## config.mk

```make
export PLATFORM = sky130hd
export DESIGN_NAME = eul2q_cordic
export DESIGN_NICKNAME = d
export VERILOG_FILES = /design/src/hdl/eul2q_pkg.sv /design/src/hdl/eul2q_cordic.sv
export SDC_FILE = /design/constraint.sdc
export NUM_CORES = 2
export LEC_CHECK = 0
export BUFFER_PORTS_ARGS = -buffer_cell sky130_fd_sc_hd__buf_2
export CORE_MARGIN = 4
export CORE_UTILIZATION = 40
export CTS_CLUSTER_DIAMETER = 50
export DETAILED_ROUTE_END_ITERATION = 12
export GPL_TIMING_DRIVEN = 1
export PLACE_DENSITY = 0.59
export RECOVER_POWER = 50
export SKIP_CTS_REPAIR_TIMING = 1
export SLEW_MARGIN = 10
export SYNTH_ARGS = -nofsm -noshare
export SYNTH_HDL_FRONTEND = slang
export SYNTH_SLANG_ARGS = --single-unit
```

## constraint.sdc

```tcl
create_clock -name clk_i -period 7.57 [get_ports clk_i]
set_input_delay 0.3785 -clock clk_i [delete_from_list [all_inputs] [get_ports clk_i]]
set_output_delay 0.3785 -clock clk_i [all_outputs]
set_load 0.1 [all_outputs]
```

## src/hdl/eul2q_pkg.sv

```systemverilog
// Shared types, constants and rounding helpers for the Euler-to-quaternion block.
`timescale 1ns / 1ps
package eul2q_pkg;

  localparam int NSTEPS     = 17;
  localparam int CW         = 34;
  localparam int ZW         = 20;
  localparam int QW         = 32;
  localparam int QF         = 30;
  localparam int CORDIC_LAT = NSTEPS + 2;

  typedef logic signed [15:0]   angle_t;
  typedef logic signed [15:0]   q14_t;
  typedef logic signed [QW-1:0] q30_t;
  typedef logic signed [CW-1:0] cvec_t;
  typedef logic signed [ZW-1:0] cang_t;

  localparam cang_t PI_Q16      = 20'sd205887;
  localparam cang_t HALF_PI_Q16 = 20'sd102944;
  localparam cvec_t CORDIC_K    = 34'sd652032875;

  localparam cang_t ATAN_TAB [NSTEPS] = '{
    20'sd51472, 20'sd30386, 20'sd16055, 20'sd8150, 20'sd4091, 20'sd2047,
    20'sd1024, 20'sd512, 20'sd256, 20'sd128, 20'sd64, 20'sd32, 20'sd16,
    20'sd8, 20'sd4, 20'sd2, 20'sd1
  };

  localparam logic signed [2*QW-1:0] RND_Q30 = 64'sd536870912;

  function automatic q30_t mul_q30(input q30_t a, input q30_t b);
    logic signed [2*QW-1:0] p;
    p = (2*QW)'(a) * (2*QW)'(b) + RND_Q30;
    return p[QF +: QW];
  endfunction

endpackage

```

## src/hdl/eul2q_cordic.sv

```systemverilog
// Pipelined rotation-mode CORDIC giving cosine and sine of half an angle.
`timescale 1ns / 1ps
module eul2q_cordic (
  input  logic            clk_i,
  input  eul2q_pkg::angle_t angle_i,
  output eul2q_pkg::q30_t cos_o,
  output eul2q_pkg::q30_t sin_o
);
  import eul2q_pkg::*;

  cvec_t x_q [0:NSTEPS];
  cvec_t y_q [0:NSTEPS];
  cang_t z_q [0:NSTEPS];
  logic  flip_q [0:NSTEPS];
  cang_t z0_d;
  cang_t zf_d;
  logic  flip_d;
  q30_t  cos_q, sin_q;

  always_comb begin
    z0_d = cang_t'({{(ZW-18){angle_i[15]}}, angle_i, 2'b00});
    zf_d = z0_d;
    flip_d = 1'b0;
    if (z0_d > HALF_PI_Q16) begin
      zf_d = z0_d - PI_Q16;
      flip_d = 1'b1;
    end else if (z0_d < -HALF_PI_Q16) begin
      zf_d = z0_d + PI_Q16;
      flip_d = 1'b1;
    end
  end

  always_ff @(posedge clk_i) begin
    x_q[0]    <= CORDIC_K;
    y_q[0]    <= '0;
    z_q[0]    <= zf_d;
    flip_q[0] <= flip_d;
  end

  for (genvar i = 0; i < NSTEPS; i++) begin : g_step
    cvec_t dx, dy, x_d, y_d;
    cang_t z_d;
    always_comb begin
      dx = y_q[i] >>> i;
      dy = x_q[i] >>> i;
      if (z_q[i] >= 0) begin
        x_d = x_q[i] - dx;
        y_d = y_q[i] + dy;
        z_d = z_q[i] - ATAN_TAB[i];
      end else begin
        x_d = x_q[i] + dx;
        y_d = y_q[i] - dy;
        z_d = z_q[i] + ATAN_TAB[i];
      end
    end
    always_ff @(posedge clk_i) begin
      x_q[i+1]    <= x_d;
      y_q[i+1]    <= y_d;
      z_q[i+1]    <= z_d;
      flip_q[i+1] <= flip_q[i];
    end
  end

  always_ff @(posedge clk_i) begin
    cos_q <= flip_q[NSTEPS] ? q30_t'(-x_q[NSTEPS]) : q30_t'(x_q[NSTEPS]);
    sin_q <= flip_q[NSTEPS] ? q30_t'(-y_q[NSTEPS]) : q30_t'(y_q[NSTEPS]);
  end

  // z of the last step is a residual only
  logic unused_z;
  assign unused_z = ^z_q[NSTEPS];

  assign cos_o = cos_q;
  assign sin_o = sin_q;
endmodule

```

==> out/metrics.yaml <==
rsz0062_at_grt: "false"
syn_avg_cell_area_um2: 8.44
cp_data_required_time_ns: 8.35
drive_gt1_share_pct: 4.24
r2r-start: "z_q[3][19]"
worstHoldEndpoint: "flip_q[17]"
max_freq_ghz: 0.156
hold_viol: 0
finalNetCount: 14100
grt_max_degree: 65
synth-seq-cells: 1477
ys_types: 94
vias: 90800
worst_r2r_path_depth: 20
tightest_slew_ns: 2.52
cts_sinks: 1477
drc_errors: 0
path_class: "flop to flop"
drt-vias-per-instance: 5.50
cap_violations: 4
antenna_found_initial: 3
path_clk_slew_ns: 0.06
final_cell_mix: "1,477 x dfxtp_1, 1,275 x ha_1, 1,214 x xnor2_1, 1,184 x a21oi_1, 874 x nand2_1"
start_util_pct: 40.3
grt_pass1_vias: 86400
startpoint_type: "flop"
cts_tree: "done"
finalCriticalPeriod_ns: 6.39
critical_path.max_stage_delay_ns: 0.86
setup_viol: 0
coreArea_um2: 266000
die-area_um2: 277000
ant_nets: 0
clockBufferDepth: 4
area_delta_synth_final_pct: 10.7
period_share_pct: 84.4
synth_area_um2: 107000
place_hpwl_mm: 242
cp_cell_sequence: "inv_1 > ha_1 > nor4b_1 > nand4_1 > nor4_1 > nor2_4 > clkbuf_1 > o21ai_0 > inv_1 > fa_1 > nor2b_1 > o21ai_0 > a211oi_1 > o311ai_0 > a211oi_1 > nor2_1 > a21oi_1 > a31oi_1 > o21ai_0 > xor2_1"
dpl.cell_count: 16100
final_common_cell: "dfxtp_1"
clkLatencyLatePin_ns: 0.89
whs_path_depth: 0
num_rows: 189
r2r_slack_ns: 1.18
status: "complete, but fails checks"
io_buffers: 80
violations: "capacitance limit, slew limit"
cp_max_fo: 52
instances_no_fill: 16500
slew_viol_final: 196
clockRootBuffer: "clkbuf_16"
crit_arrival_ns: 7.17
setup_tns_ns: 0
place.gp.congestion: 0.921
endpoint_kind: "flop"
hold_start: "flip_q[16]"
whs_ns: 0.287
wirelength_mm: 299
numCtsBuffers: 206
slew_headroom_pct: -68.0
cp_num_buf_inv: 3
drt_pre_antenna_iters: 6
ys_seq_area_share_pct: 27.6
io_pins: 81
fin_skew_ns: 0.0999
reg2reg_to: "y_q[4][32]"
synth-edff-count: 0
crit_top_cell: "o21ai_0"
synth-main-ff-cell: "dfxtp_1"
slowest_stage: "clkbuf_1"
crit_family: "compound AO/OA/AOI/OAI gates"
hp-class: "flop to flop"
grt-ovfl-total: 0
drtIter0Drc: 6461
htreeDepth: 4
die_w_um: 526
avgRoutedWirePerCell_um: 18.1
syn_inst: 12700
track_usage_pct: 20.8
die_h_um: 526
synth_async_sr_flop_share_pct: 0
yosys_warnings: 0
grt_pass1_wl_mm: 477
-- final cells by class --
class                           instances  area, um^2
Tap cell                             3533        4420
Fill cell                           26500      147000
Clock buffer                          239        5460
Timing Repair Buffer                  136         734
Multi-Input combinational cell      10400       74800
Antenna cell                            6        15.0
Clock inverter                        137        1760
Inverter                              556        2090
Sequential cell                      1477       29600
-- how the worst max path moves through the flow --
stage,startpoint,to,cells past startpoint
after floorplan,z_q[8][19],x_q[9][32],23
after global placement,z_q[14][19],y_q[15][26],21
after detailed placement,z_q[14][19],y_q[15][32],21
after CTS,z_q[14][19],y_q[15][32],21
after global routing,z_q[6][19],y_q[7][33],21
final,z_q[3][19],y_q[4][32],20
-- metrics by stage --
stage	util [%]	setup slack, ns	cell area (um^2)
finish	44.7	1.18	119000
detailed placement	41.9	1.78	112000
floorplan	-	2.77	107000
global route	44.7	0.616	119000
global placement	41.9	1.82	112000
CTS	44.6	1.74	119000
-- sequential cells by signal (all words and copies together) (netlist names) --
name    count
sin_o      32
cos_o      32
z_q       321
x_q       534
flip_q     15
y_q       543
-- layer usage --
metal | vias up | share of wire, % | track usage (%)
li1 | 46100 | - | -
met1 | 42300 | 45 | 27.1
met2 | 1967 | 47 | 36.4
met3 | 443 | 4.4 | 2.24
met4 | 0 | 2.7 | 5.59
met5 | - | 0 | 0
-- cell usage after synthesis (18+ instances only) --
master | n | share of area [%]
o2111ai_1 | 28 | 0.23
nor2_1 | 825 | 2.9
and2_1 | 61 | 0.36
a211oi_1 | 91 | 0.64
a31oi_1 | 94 | 0.55
a211o_1 | 27 | 0.22
nor3b_1 | 21 | 0.15
o41ai_1 | 91 | 0.74
buf_1 | 18 | 0.063
ha_1 | 1275 | 15
o31a_1 | 40 | 0.33
nand3_1 | 207 | 0.97
nor4b_1 | 19 | 0.16
nor3_1 | 237 | 1.1
and4_1 | 24 | 0.20
nand4_1 | 106 | 0.62
a21oi_1 | 1184 | 5.5
xnor2_1 | 1214 | 9.9
mux2_2 | 19 | 0.20
o31ai_1 | 238 | 1.7
or2_2 | 51 | 0.30
nand2b_1 | 209 | 1.2
dfxtp_1 | 1477 | 28
a41oi_1 | 20 | 0.16
fa_1 | 46 | 0.86
xor2_1 | 640 | 5.2
a21o_1 | 525 | 3.7
and3_1 | 101 | 0.59
inv_1 | 550 | 1.9
nand2_1 | 874 | 3.1
a221oi_1 | 26 | 0.21
nor4_1 | 133 | 0.78
a2111oi_0 | 23 | 0.19
o21a_1 | 166 | 1.2
or3_1 | 136 | 0.79
mux2i_1 | 46 | 0.43
o21ai_0 | 818 | 3.8
nor2b_1 | 201 | 1.2
a31o_2 | 28 | 0.23
clkbuf_1 | 233 | 0.82
o211ai_1 | 58 | 0.41
or4_1 | 90 | 0.63
a21boi_0 | 46 | 0.32
o21bai_1 | 162 | 1.1
-- worst reg2reg max path, stage by stage, from the launching register on --
cell and delay, ns:
dfxtp_1 0.31, inv_1 0.13, ha_1 0.16, nor4b_1 0.23, nand4_1 0.11, nor4_1 0.47
nor2_4 0.04, clkbuf_1 0.86, o21ai_0 0.65, inv_1 0.11, fa_1 0.44, nor2b_1 0.13
o21ai_0 0.11, a211oi_1 0.41, o311ai_0 0.35, a211oi_1 0.56, nor2_1 0.12, a21oi_1 0.47
a31oi_1 0.23, o21ai_0 0.25, xor2_1 0.18
-- cells by family after synthesis --
logic type | share of synthesized area [%]
flip-flops | 27.6
AO/OA/AOI/OAI | 22.7
AND/OR/NAND/NOR | 15.4
other | 0.00700
XOR/XNOR | 15.2
buffers and inverters | 2.84
multiplexers | 0.629
adder cells (fa/ha/maj) | 15.7
Power is left out: the tool's default activity adds up to more than one toggle a clock period on the data nets, which glitch-free logic cannot reach.
